`config.mk`:
```
export PLATFORM = sky130hd
export DESIGN_NAME = dtd_ctrl
export DESIGN_NICKNAME = d
export VERILOG_FILES = /design/src/rtl/dtd_pkg.sv /design/src/rtl/dtd_ctrl.sv
export SDC_FILE = /design/constraint.sdc
export NUM_CORES = 1
export LEC_CHECK = 0
export BUFFER_PORTS_ARGS = -buffer_cell sky130_fd_sc_hd__buf_4
export CAP_MARGIN = 20
export CORE_UTILIZATION = 50
export CTS_BUF_LIST = sky130_fd_sc_hd__clkbuf_4 sky130_fd_sc_hd__clkbuf_8 sky130_fd_sc_hd__clkbuf_16
export DETAILED_ROUTE_END_ITERATION = 12
export PLACE_DENSITY = 0.69
export SYNTH_ARGS = -nofsm -noshare
export SYNTH_HDL_FRONTEND = slang
export SYNTH_SLANG_ARGS = --single-unit
export TNS_END_PERCENT = 50
```
`constraint.sdc`:
```
create_clock -name i_clk -period 9 [get_ports i_clk]
set_input_delay 2.7 -clock i_clk [delete_from_list [all_inputs] [get_ports i_clk]]
set_output_delay 2.7 -clock i_clk [all_outputs]
set_load 0.1 [all_outputs]
```
`src/rtl/dtd_pkg.sv`:
```
`timescale 1ns / 1ps
package dtd_pkg;
    localparam int MaxEntries = 1024;
    localparam int MaxEntryLen = 32;
    localparam int IdW = 10;
    localparam int OffW = 5;
    localparam int LenW = 6;
    localparam int AddrW = IdW + OffW;
    localparam logic [31:0] LiteralLimit = 32'h4000_0000;

    localparam logic [1:0] KindByte = 2'd0;
    localparam logic [1:0] KindDone = 2'd1;
    localparam logic [1:0] KindError = 2'd2;

    localparam logic [3:0] ErrNone = 4'd0;
    localparam logic [3:0] ErrSignature = 4'd1;
    localparam logic [3:0] ErrTruncated = 4'd2;
    localparam logic [3:0] ErrMode = 4'd3;
    localparam logic [3:0] ErrIdWidth = 4'd4;
    localparam logic [3:0] ErrCount = 4'd5;
    localparam logic [3:0] ErrEntryLong = 4'd6;
    localparam logic [3:0] ErrReference = 4'd7;
    localparam logic [3:0] ErrToken = 4'd8;
    localparam logic [3:0] ErrLiteralLong = 4'd9;

    typedef struct packed {
        logic [7:0] data_byte;
        logic       end_of_stream;
    } t_in_item;

    typedef struct packed {
        logic [7:0] out_byte;
        logic [1:0] result_kind;
        logic [3:0] error_code;
        logic       last;
    } t_out_item;

    // Commands from the controller to the datapath.
    typedef struct packed {
        logic             len_we;
        logic [IdW-1:0]   len_addr;
        logic [LenW-1:0]  len_wdata;
        logic             byte_we;
        logic [AddrW-1:0] byte_waddr;
        logic [7:0]       byte_wdata;
        logic             len_re;
        logic [IdW-1:0]   len_raddr;
        logic             byte_re;
        logic [AddrW-1:0] byte_raddr;
    } t_dp_cmd;

    typedef struct packed {
        logic [LenW-1:0] len_rdata;
        logic [7:0]      byte_rdata;
    } t_dp_stat;
endpackage

```
`src/rtl/dtd_ctrl.sv`:
```
`timescale 1ns / 1ps
module dtd_ctrl (
    input  logic               i_clk,
    input  logic               i_rst_n,
    input  logic               i_in_valid,
    output logic               o_in_stall,
    input  dtd_pkg::t_in_item  i_in_data,
    output logic               o_out_valid,
    input  logic               i_out_stall,
    output dtd_pkg::t_out_item o_out_data,
    output dtd_pkg::t_dp_cmd   o_cmd,
    input  dtd_pkg::t_dp_stat  i_stat
);
    import dtd_pkg::*;

    typedef enum logic [3:0] {
        PH_SIG, PH_MODE, PH_RAW_LEN, PH_RAW_DATA, PH_RAW_DONE, PH_ID_WIDTH,
        PH_COUNT, PH_ENTRY_LEN, PH_ENTRY_DATA, PH_TOKEN, PH_REF, PH_LIT_LEN,
        PH_LIT_DATA, PH_ERROR, PH_LEN_RD, PH_EXPAND
    } t_phase;

    t_phase       r_phase, n_phase;
    logic [1:0]   r_fidx, n_fidx;
    logic [31:0]  r_acc, n_acc;
    logic         r_wide, n_wide;
    logic [10:0]  r_total, n_total;
    logic [10:0]  r_loaded, n_loaded;
    logic [LenW-1:0] r_fill, n_fill;
    logic [LenW-1:0] r_cur_len, n_cur_len;
    logic [31:0]  r_remain, n_remain;
    logic [IdW-1:0] r_id, n_id;
    logic [LenW-1:0] r_k, n_k;
    logic [LenW-1:0] r_elen, n_elen;
    logic         r_pend, n_pend;
    logic         r_ovalid, n_ovalid;
    t_out_item    r_odata, n_odata;
    t_dp_cmd      cmd;

    logic         accept;
    logic         out_free;
    logic [31:0]  gathered;
    logic [1:0]   fidx_inc;
    logic         busy;

    assign out_free = !r_ovalid || !i_out_stall;
    assign busy = (r_phase == PH_LEN_RD) || (r_phase == PH_EXPAND);
    assign o_in_stall = busy || !out_free;
    assign accept = i_in_valid && !o_in_stall;
    assign fidx_inc = r_fidx + 2'd1;
    assign gathered = r_acc | ({24'd0, i_in_data.data_byte} << {r_fidx, 3'b000});
    assign o_out_valid = r_ovalid;
    assign o_out_data = r_odata;
    assign o_cmd = cmd;

    always_comb begin
        logic [7:0] b;
        logic [7:0] sig;
        b = i_in_data.data_byte;
        n_phase = r_phase; n_fidx = r_fidx; n_acc = r_acc; n_wide = r_wide;
        n_total = r_total; n_loaded = r_loaded; n_fill = r_fill;
        n_cur_len = r_cur_len; n_remain = r_remain; n_id = r_id; n_k = r_k;
        n_elen = r_elen; n_pend = r_pend;
        n_ovalid = r_ovalid && i_out_stall;
        n_odata = r_odata;
        cmd = '0;
        case (r_fidx)
            2'd0: sig = 8'h42;
            2'd1: sig = 8'h43;
            2'd2: sig = 8'h32;
            default: sig = 8'h31;
        endcase
        if (accept && i_in_data.end_of_stream) begin
            n_odata = '{out_byte: 8'd0, result_kind: KindError,
                        error_code: ErrTruncated, last: 1'b1};
            n_ovalid = 1'b1;
            case (r_phase)
                PH_ERROR: n_ovalid = 1'b0;
                PH_TOKEN, PH_RAW_DONE: begin
                    n_odata.result_kind = KindDone;
                    n_odata.error_code = ErrNone;
                end
                PH_SIG: n_odata.error_code = ErrSignature;
                PH_ID_WIDTH: n_odata.error_code = ErrIdWidth;
                default: ;
            endcase
            n_phase = PH_SIG; n_fidx = '0; n_acc = '0; n_wide = 1'b0;
            n_total = '0; n_loaded = '0; n_fill = '0; n_remain = '0;
        end else if (accept) begin
            n_odata = '{out_byte: 8'd0, result_kind: KindError,
                        error_code: ErrNone, last: 1'b1};
            case (r_phase)
                PH_SIG: begin
                    if (b != sig) begin
                        n_odata.error_code = ErrSignature;
                    end else if (r_fidx == 2'd3) begin
                        n_phase = PH_MODE; n_fidx = '0; n_acc = '0;
                    end else begin
                        n_fidx = fidx_inc[1:0];
                    end
                end
                PH_MODE: begin
                    if (b == 8'd0) begin
                        n_phase = PH_RAW_LEN; n_fidx = '0; n_acc = '0;
                    end else if (b == 8'd1) begin
                        n_phase = PH_ID_WIDTH;
                    end else begin
                        n_odata.error_code = ErrMode;
                    end
                end
                PH_RAW_LEN, PH_LIT_LEN: begin
                    n_acc = gathered; n_fidx = fidx_inc[1:0];
                    if (r_fidx == 2'd3) begin
                        n_remain = gathered;
                        if (r_phase == PH_LIT_LEN && gathered > LiteralLimit) begin
                            n_odata.error_code = ErrLiteralLong;
                        end else if (gathered == 32'd0) begin
                            n_phase = (r_phase == PH_RAW_LEN) ? PH_RAW_DONE : PH_TOKEN;
                        end else begin
                            n_phase = (r_phase == PH_RAW_LEN) ? PH_RAW_DATA : PH_LIT_DATA;
                        end
                    end
                end
                PH_RAW_DATA, PH_LIT_DATA: begin
                    n_odata = '{out_byte: b, result_kind: KindByte,
                                error_code: ErrNone, last: 1'b1};
                    n_ovalid = 1'b1;
                    n_remain = r_remain - 32'd1;
                    if (r_remain == 32'd1) begin
                        n_phase = (r_phase == PH_RAW_DATA) ? PH_RAW_DONE : PH_TOKEN;
                    end
                end
                PH_ID_WIDTH: begin
                    if (b == 8'd1 || b == 8'd2) begin
                        n_wide = (b == 8'd2);
                        n_phase = PH_COUNT; n_fidx = '0; n_acc = '0;
                    end else begin
                        n_odata.error_code = ErrIdWidth;
                    end
                end
                PH_COUNT: begin
                    n_acc = gathered; n_fidx = fidx_inc[1:0];
                    if (r_fidx == 2'd3) begin
                        if (gathered == 32'd0 || gathered > 32'(MaxEntries)) begin
                            n_odata.error_code = ErrCount;
                        end else begin
                            n_total = gathered[10:0]; n_loaded = '0;
                            n_phase = PH_ENTRY_LEN; n_fidx = '0; n_acc = '0;
                        end
                    end
                end
                PH_ENTRY_LEN: begin
                    n_acc = gathered; n_fidx = fidx_inc[1:0];
                    if (r_fidx == 2'd3) begin
                        if (gathered > 32'(MaxEntryLen)) begin
                            n_odata.error_code = ErrEntryLong;
                        end else begin
                            cmd.len_we = 1'b1;
                            cmd.len_addr = r_loaded[IdW-1:0];
                            cmd.len_wdata = gathered[LenW-1:0];
                            n_cur_len = gathered[LenW-1:0];
                            n_fill = '0;
                            if (gathered == 32'd0) begin
                                n_loaded = r_loaded + 11'd1;
                                if (r_loaded + 11'd1 >= r_total) begin
                                    n_phase = PH_TOKEN;
                                end else begin
                                    n_phase = PH_ENTRY_LEN; n_fidx = '0; n_acc = '0;
                                end
                            end else begin
                                n_phase = PH_ENTRY_DATA;
                            end
                        end
                    end
                end
                PH_ENTRY_DATA: begin
                    cmd.byte_we = 1'b1;
                    cmd.byte_waddr = {r_loaded[IdW-1:0], r_fill[OffW-1:0]};
                    cmd.byte_wdata = b;
                    n_fill = r_fill + LenW'(1);
                    if (r_fill + LenW'(1) >= r_cur_len) begin
                        n_loaded = r_loaded + 11'd1;
                        if (r_loaded + 11'd1 >= r_total) begin
                            n_phase = PH_TOKEN;
                        end else begin
                            n_phase = PH_ENTRY_LEN; n_fidx = '0; n_acc = '0;
                        end
                    end
                end
                PH_TOKEN: begin
                    if (b == 8'd1) begin
                        n_phase = PH_REF; n_fidx = '0; n_acc = '0;
                    end else if (b == 8'd0) begin
                        n_phase = PH_LIT_LEN; n_fidx = '0; n_acc = '0;
                    end else begin
                        n_odata.error_code = ErrToken;
                    end
                end
                PH_REF: begin
                    n_acc = gathered; n_fidx = fidx_inc[1:0];
                    if (!r_wide || r_fidx == 2'd1) begin
                        if (gathered >= {21'd0, r_total}) begin
                            n_odata.error_code = ErrReference;
                        end else begin
                            n_id = gathered[IdW-1:0];
                            cmd.len_re = 1'b1;
                            cmd.len_raddr = gathered[IdW-1:0];
                            n_phase = PH_LEN_RD;
                        end
                    end
                end
                default: ;
            endcase
            if (n_odata.result_kind == KindError && n_odata.error_code != ErrNone) begin
                n_ovalid = 1'b1;
                n_phase = PH_ERROR;
            end
        end else if (r_phase == PH_LEN_RD) begin
            n_elen = i_stat.len_rdata;
            n_k = '0;
            n_pend = 1'b0;
            if (i_stat.len_rdata == '0) begin
                n_phase = PH_TOKEN;
            end else begin
                n_phase = PH_EXPAND;
            end
        end else if (r_phase == PH_EXPAND) begin
            // A read is in flight while r_pend is set; it is delivered when the output is free.
            if (r_pend) begin
                if (out_free) begin
                    n_ovalid = 1'b1;
                    n_odata = '{out_byte: i_stat.byte_rdata, result_kind: KindByte,
                                error_code: ErrNone, last: (r_k == r_elen)};
                    n_pend = 1'b0;
                    if (r_k == r_elen) n_phase = PH_TOKEN;
                end
            end else begin
                cmd.byte_re = 1'b1;
                cmd.byte_raddr = {r_id, r_k[OffW-1:0]};
                n_k = r_k + LenW'(1);
                n_pend = 1'b1;
            end
        end
    end

    always_ff @(posedge i_clk) begin
        if (!i_rst_n) begin
            r_phase <= PH_SIG; r_fidx <= '0; r_acc <= '0; r_wide <= 1'b0;
            r_total <= '0; r_loaded <= '0; r_fill <= '0; r_remain <= '0;
            r_pend <= 1'b0; r_ovalid <= 1'b0;
        end else begin
            r_phase <= n_phase; r_fidx <= n_fidx; r_acc <= n_acc; r_wide <= n_wide;
            r_total <= n_total; r_loaded <= n_loaded; r_fill <= n_fill;
            r_remain <= n_remain; r_pend <= n_pend; r_ovalid <= n_ovalid;
        end
        r_cur_len <= n_cur_len; r_id <= n_id; r_k <= n_k; r_elen <= n_elen;
        r_odata <= n_odata;
    end
endmodule

```
==> flow_metrics.env, run 1 <==
export IMPL_required_ps=6300
export IMPL_root_buffer="clkbuf_16"
export IMPL_synthArstFlopShare_pct=0
export IMPL_total_power_mw=1.674
export IMPL_diodes=0
export IMPL_num_vias=8667
export IMPL_syn_num_nets=1186
export IMPL_crit_fanout=12
export IMPL_clockPowerShare_pct=44.0
export IMPL_route_detailed_drc=0
export IMPL_hold_slack_ps=449.6
export IMPL_routedWlPerCell_um=18.26
export IMPL_hold_viol=0
export IMPL_clock_skew_ps=8.773
export IMPL_min_from="r_acc[10]"
export IMPL_pwr_share_seq_pct=40.6
export IMPL_ctsResizeCount=0
export IMPL_cp_end_kind="output port"
export IMPL_via_per_inst=6.010
export IMPL_ioPinCount=112
export IMPL_path_clk_slew_ps=60
export IMPL_drv_cap=0
export IMPL_powerDensity_mw_per_mm2=160.1
export IMPL_grtUsageTotal_pct=29.41
export IMPL_power_frac_comb_pct=15.3
export IMPL_cts_setup_buffers=0
export IMPL_ys_types=77
export IMPL_cts_path_max_buffers=2
export IMPL_synth_cells=1121
export IMPL_layout_min_cycle_time_ps=8553
export IMPL_yosys_top_cells_area="dfxtp_1 25%, edfxtp_1 12%, nor2_1 5.6%"
export IMPL_num_rows=48
export IMPL_swShare_pct=29.88
export IMPL_fmax_ghz=0.1169
export IMPL_holdCritPathClass="reg2reg"
export IMPL_finalSetupViolCount=0
export IMPL_p_leak_nw=4.266
export IMPL_core_area_mm2=0.01724
export IMPL_insertion_delay_ps=430
export IMPL_nFillCells=1570
export IMPL_arrival_ps=5850
export IMPL_yosysSeqAreaShare_pct=36.62
export IMPL_cts_sinks=144
export IMPL_final_layout_size_suffix_gt1_share_pct=15.78
export IMPL_synth_edf_count=34
export IMPL_avgSynthCellArea_um2=7.852
export IMPL_period_share_pct=95.03
export IMPL_postCtsHoldBufs=0
export IMPL_htreeDepth=4
export IMPL_yosysTopAreaCell="dfxtp_1"
export IMPL_port_buffers=111
export IMPL_hold_depth=2
export IMPL_slew_headroom_pct=25.92
export IMPL_vdd_ir_drop_max_mv=0.1462
export IMPL_die_x_um=134.7
export IMPL_r2r_cells=14
export IMPL_ys_seq_elements=144
export IMPL_final_cell_mix="135 x buf_4, 130 x nor2_1, 110 x dfxtp_1, 102 x nand2_1, 90 x a21oi_1"
export IMPL_area_delta_synth_final_pct=18.74
export IMPL_antenna_left=0
export IMPL_startpoint_type="input pin"
export IMPL_syn_area_mm2=0.008802
export IMPL_dp_hpwl_mm=18.54
export IMPL_worstReg2RegStart="r_loaded[0]"
export IMPL_yosysWarnings=0
export IMPL_yosysTopAreaCellShare_pct=25.02
export IMPL_start_util_pct=51.07
export IMPL_routed_wl_mm=26.34
export IMPL_p_int_mw=1.174
export IMPL_cts_buffers=17
export IMPL_grt_pass1_wl_mm=41.68
export IMPL_gp_congestion=0.9570
export IMPL_dr_pass1_iters=5
export IMPL_overflow=0
export IMPL_hold_end="r_acc[10]"
export IMPL_cts_tree="done"
export IMPL_rsz0062_at_grt="no"
export IMPL_drv_slew=0
export IMPL_fp_dieH_um=134.7
export IMPL_synth_flop_cell="dfxtp_1"
export IMPL_die_area_mm2=0.01814
export IMPL_grt_antenna_before_repair=0
export IMPL_worst_slew_pin_slew_ps=1111
export IMPL_p_switching_mw=0.5001
export IMPL_grt_max_degree=62
export IMPL_path_class="in2out"
export IMPL_drt_iter0_markers=887
export IMPL_nets=1269
export IMPL_rrSetupSlack_ps=4400
export IMPL_mostFrequentLayoutCell="buf_4"
export IMPL_first_global_vias=7779
export IMPL_rr_endpoint="r_acc[13]"
export IMPL_status="completed"
[final cells by class]
cell class | instances | area, um2 | area share [%]
multi-input cells | 857 | 5132 | 49.11
clock buffers | 20 | 483.0 | 4.621
flip-flops and latches | 144 | 3223 | 30.84
clock inverters | 12 | 133.9 | 1.281
repair buffers | 135 | 1013 | 9.697
inverters | 49 | 183.9 | 1.760
well taps | 225 | 281.5 | 2.694
[stage by stage]
stage | instance area (um2) | utilization (%) | TNS [ps] | std cells | setup WS (ps)
after CTS | 10450 | 60.63 | 0 | 1442 | 490.9
final | 10450 | 60.63 | 0 | 1442 | 446.9
after global routing | 10450 | 60.63 | 0 | 1442 | 246.2
after detailed placement | 9834 | 57.06 | 0 | 1410 | 530.6
after floorplan | 8802 | - | -1084 | 1121 | -135.5
after global placement | 9834 | 57.06 | 0 | 1410 | 632.9
[kinds of logic (layout without fill, tap and decap cells)]
logic type	Yosys count	after routing	share of synthesized area [%]
xor gates and xnor gates	26	26	2.587
muxes	3	3	0.3412
buffers and inverters	120	216	5.273
AOI/OAI and AO/OA	333	333	24.07
and+or+nand+nor	456	456	25.60
DFF	144	144	36.62
adders and majority gates	39	39	5.515
[state kept, by name, indices dropped and copies added, names as in the netlist]
name and flops:
r_id 10, r_loaded 11, r_phase 4, r_acc 32, o_out_data 15, r_total 11, r_fill 6, r_cur_len 6
r_fidx 2, o_out_valid 1, r_wide 1, r_pend 1, r_elen 6, r_k 6, r_remain 32
[power groups by stage]
stage	clock network, mW	registers, mW	logic, mW
5_1_grt	0.772	0.681	0.278
2_1_floorplan	0	0.710	0.159
6_report	0.737	0.680	0.256
3_5_place_dp	0	0.694	0.251
3_3_place_gp	0	0.694	0.249
4_1_cts	0.743	0.680	0.252
[cell usage after synthesis (6+ instances only)]
master	count
nor3_1	31
ha_1	38
o22ai_1	9
nand2_1	103
nand3_1	29
edfxtp_1	34
nor4_1	16
nand4_1	6
or4_1	11
a222oi_1	8
a22oi_1	15
nor3b_1	7
o21ai_1	34
xnor2_1	10
o21ai_0	75
buf_2	11
nand2b_1	14
o21a_1	7
clkbuf_1	56
or3_1	8
nor2b_1	14
a211oi_1	22
nor2_1	132
and3_1	17
dfxtp_1	110
inv_1	48
and2_1	44
a21oi_1	90
xor2_1	16
[worst max-delay path, stage by stage]
cell       delay, ps
buf_4            160
nor3b_1          480
nor2_1           110
inv_1            120
ha_1             260
a211oi_1         250
o21ai_0          120
a21oi_1          190
o2111ai_1        230
or4_1            520
buf_4            200
nor2_1           180
buf_4            330
[how the worst max path moves through the flow]
stage | from | end | slack [ps] | depth (start not counted)
after floorplan | i_in_data[4] | o_cmd[18] | -140 | 12
after global placement | i_in_data[4] | o_cmd[16] | 630 | 13
after detailed placement | i_in_data[4] | o_cmd[16] | 530 | 13
after CTS | i_in_data[4] | o_cmd[16] | 490 | 13
after global routing | i_in_data[4] | o_cmd[16] | 250 | 13
final | i_in_data[4] | o_cmd[16] | 450 | 13
[per-layer routing]
| layer | wire (um) | GRT usage (%) | vias to the layer above |
|---|---|---|---|
| met2 | 12100 | 46.71 | 312 |
| met1 | 12250 | 40.90 | 4095 |
| met4 | 500 | 9.488 | 0 |
| met5 | 0 | 0 | - |
| met3 | 1493 | 4.467 | 44 |
| li1 | - | - | 4216 |
Power figures use the tool's default switching activity.
==> run 2, diff against run 1 <==
Settings changed: PLACE_DENSITY 0.69 to not set, PLACE_DENSITY_LB_ADDON set to 0.15.
==> run 2 against run 1 <==
- via count grew 0.43%
- clock-buffer cell count grew 1
- combinational power grew 2%
- fmax shrank 1.5%
==> flow_metrics.env, run 2 (synthesis results as in run 1) <==
export IMPL_ctsResizeCount=0
export IMPL_cp_end_kind="output port"
export IMPL_p_leak_nw=4.285
export IMPL_via_per_inst=6.032
export IMPL_grt_pass1_wl_mm=42.63
export IMPL_path_clk_slew_ps=60
export IMPL_powerDensity_mw_per_mm2=162.4
export IMPL_total_power_mw=1.703
export IMPL_path_class="in2out"
export IMPL_fp_dieH_um=134.7
export IMPL_routedWlPerCell_um=18.66
export IMPL_startpoint_type="input pin"
export IMPL_clock_skew_ps=14.36
export IMPL_overflow=0
export IMPL_layout_min_cycle_time_ps=8681
export IMPL_holdCritPathClass="reg2reg"
export IMPL_slew_headroom_pct=34.70
export IMPL_period_share_pct=96.46
export IMPL_vdd_ir_drop_max_mv=0.1384
export IMPL_num_rows=48
export IMPL_port_buffers=111
export IMPL_dr_pass1_iters=6
export IMPL_dp_hpwl_mm=18.90
export IMPL_grt_max_degree=63
export IMPL_dp_slack_ps=396.9
export IMPL_mostFrequentLayoutCell="buf_4"
export IMPL_diodes=0
export IMPL_setup_slack_ps=319.0
export IMPL_cts_setup_buffers=0
export IMPL_status="completed"
export IMPL_finish_utilization_pct=60.84
export IMPL_antenna_left=0
export IMPL_cts_sinks=144
export IMPL_grt_antenna_before_repair=0
export IMPL_final_area_mm2=0.01049
export IMPL_grtUsageTotal_pct=30.35
export IMPL_core_area_mm2=0.01724
export IMPL_postCtsHoldBufs=0
export IMPL_place_area_mm2=0.009834
export IMPL_ioPinCount=112
export IMPL_stdcell_count=1443
export IMPL_cts_path_max_buffers=2
export IMPL_num_vias=8704
export IMPL_route_detailed_drc=0
export IMPL_fmax_ghz=0.1152
export IMPL_nets=1270
export IMPL_first_global_vias=7754
export IMPL_worst_slew_pin_slew_ps=975.9
export IMPL_finalSetupViolCount=0
export IMPL_htreeDepth=4
export IMPL_routed_wl_mm=26.92
export IMPL_drv_cap=0
export IMPL_die_area_mm2=0.01814
export IMPL_required_ps=6300
export IMPL_cts_tree="done"
export IMPL_die_x_um=134.7
export IMPL_final_cell_mix="135 x buf_4, 130 x nor2_1, 110 x dfxtp_1, 102 x nand2_1, 90 x a21oi_1"
export IMPL_insertion_delay_ps=430
export IMPL_crit_fanout=12
export IMPL_area_delta_synth_final_pct=19.13
export IMPL_start_util_pct=51.07
export IMPL_root_buffer="clkbuf_16"
export IMPL_dpl_cell_count=1410
export IMPL_final_layout_size_suffix_gt1_share_pct=15.85
export IMPL_drv_slew=0
export IMPL_rsz0062_at_grt="no"
export IMPL_arrival_ps=5980
export IMPL_gp_congestion=0.9470
export IMPL_cts_buffers=17
export IMPL_drt_iter0_markers=783
export IMPL_hold_viol=0
## run 2: cell types whose count changed in the layout (fill, tap and decap cells not counted)
cell / delta
clkbuf_4: -1
inv_6: +2
buf_6: +1
clkinvlp_4: -1
clkinv_4: +3
bufinv_16: +1
inv_8: -5
inv_4: -1
clkbuf_8: +2
## run 2: path summary, 6_finish.rpt
kind	depth (start not counted)	start	slack, ps	endpoint
setup / recovery	12	i_in_data[4]	320	o_cmd[16]
hold / removal	2	r_acc[5]	450	r_acc[5]
setup reg to reg	10	r_fidx[0]	4390	r_id[5]
hold reg to reg	2	r_acc[5]	450	r_acc[5]
## run 2: metrics by stage
step | hold slack, ps | TNS (ps)
5_1_grt | 468.4 | 0
2_1_floorplan | 429.2 | -1084
3_5_place_dp | 442.9 | 0
4_1_cts | 451.3 | 0
3_3_place_gp | 437.8 | 0
6_report | 448.7 | 0
## run 2: power by group
| part | internal (mW) | leakage, nW | switching, mW | total (mW) |
|---|---|---|---|---|
| Sequential | 0.669 | 1.20 | 0.0108 | 0.680 |
| Combinational | 0.0777 | 2.77 | 0.184 | 0.262 |
| Clock | 0.462 | 0.312 | 0.299 | 0.761 |
| Total | 1.21 | 4.28 | 0.494 | 1.70 |
## run 2: per-layer routing
| layer | wire, um | global-route usage (%) | part of all wire [%] | vias to the layer above |
|---|---|---|---|---|
| met5 | 0 | 0 | 0 | - |
| met4 | 514 | 9.800 | 1.9 | 0 |
| met3 | 1648 | 4.880 | 6.1 | 37 |
| met2 | 12450 | 47.79 | 46 | 331 |
| met1 | 12310 | 42.37 | 46 | 4110 |
| li1 | - | - | - | 4226 |
## run 2: critical path, stage by stage
cell       delay, ps
buf_4            160
nor3b_1          400
nor2_1           110
inv_1            120
ha_1             250
a211oi_1         220
o21ai_0          130
a21oi_1          230
o2111ai_1        250
or4_1            850
nor2_1           230
buf_4            320
## run 2: final cells by class
class / count / area, um2
Fill cell: 1558 / 6750
Multi-Input combinational cell: 857 / 5132
Sequential cell: 144 / 3223
Timing Repair Buffer: 136 / 1025
Clock buffer: 21 / 503.0
Tap cell: 225 / 281.5
Inverter: 49 / 183.9
Clock inverter: 11 / 137.6
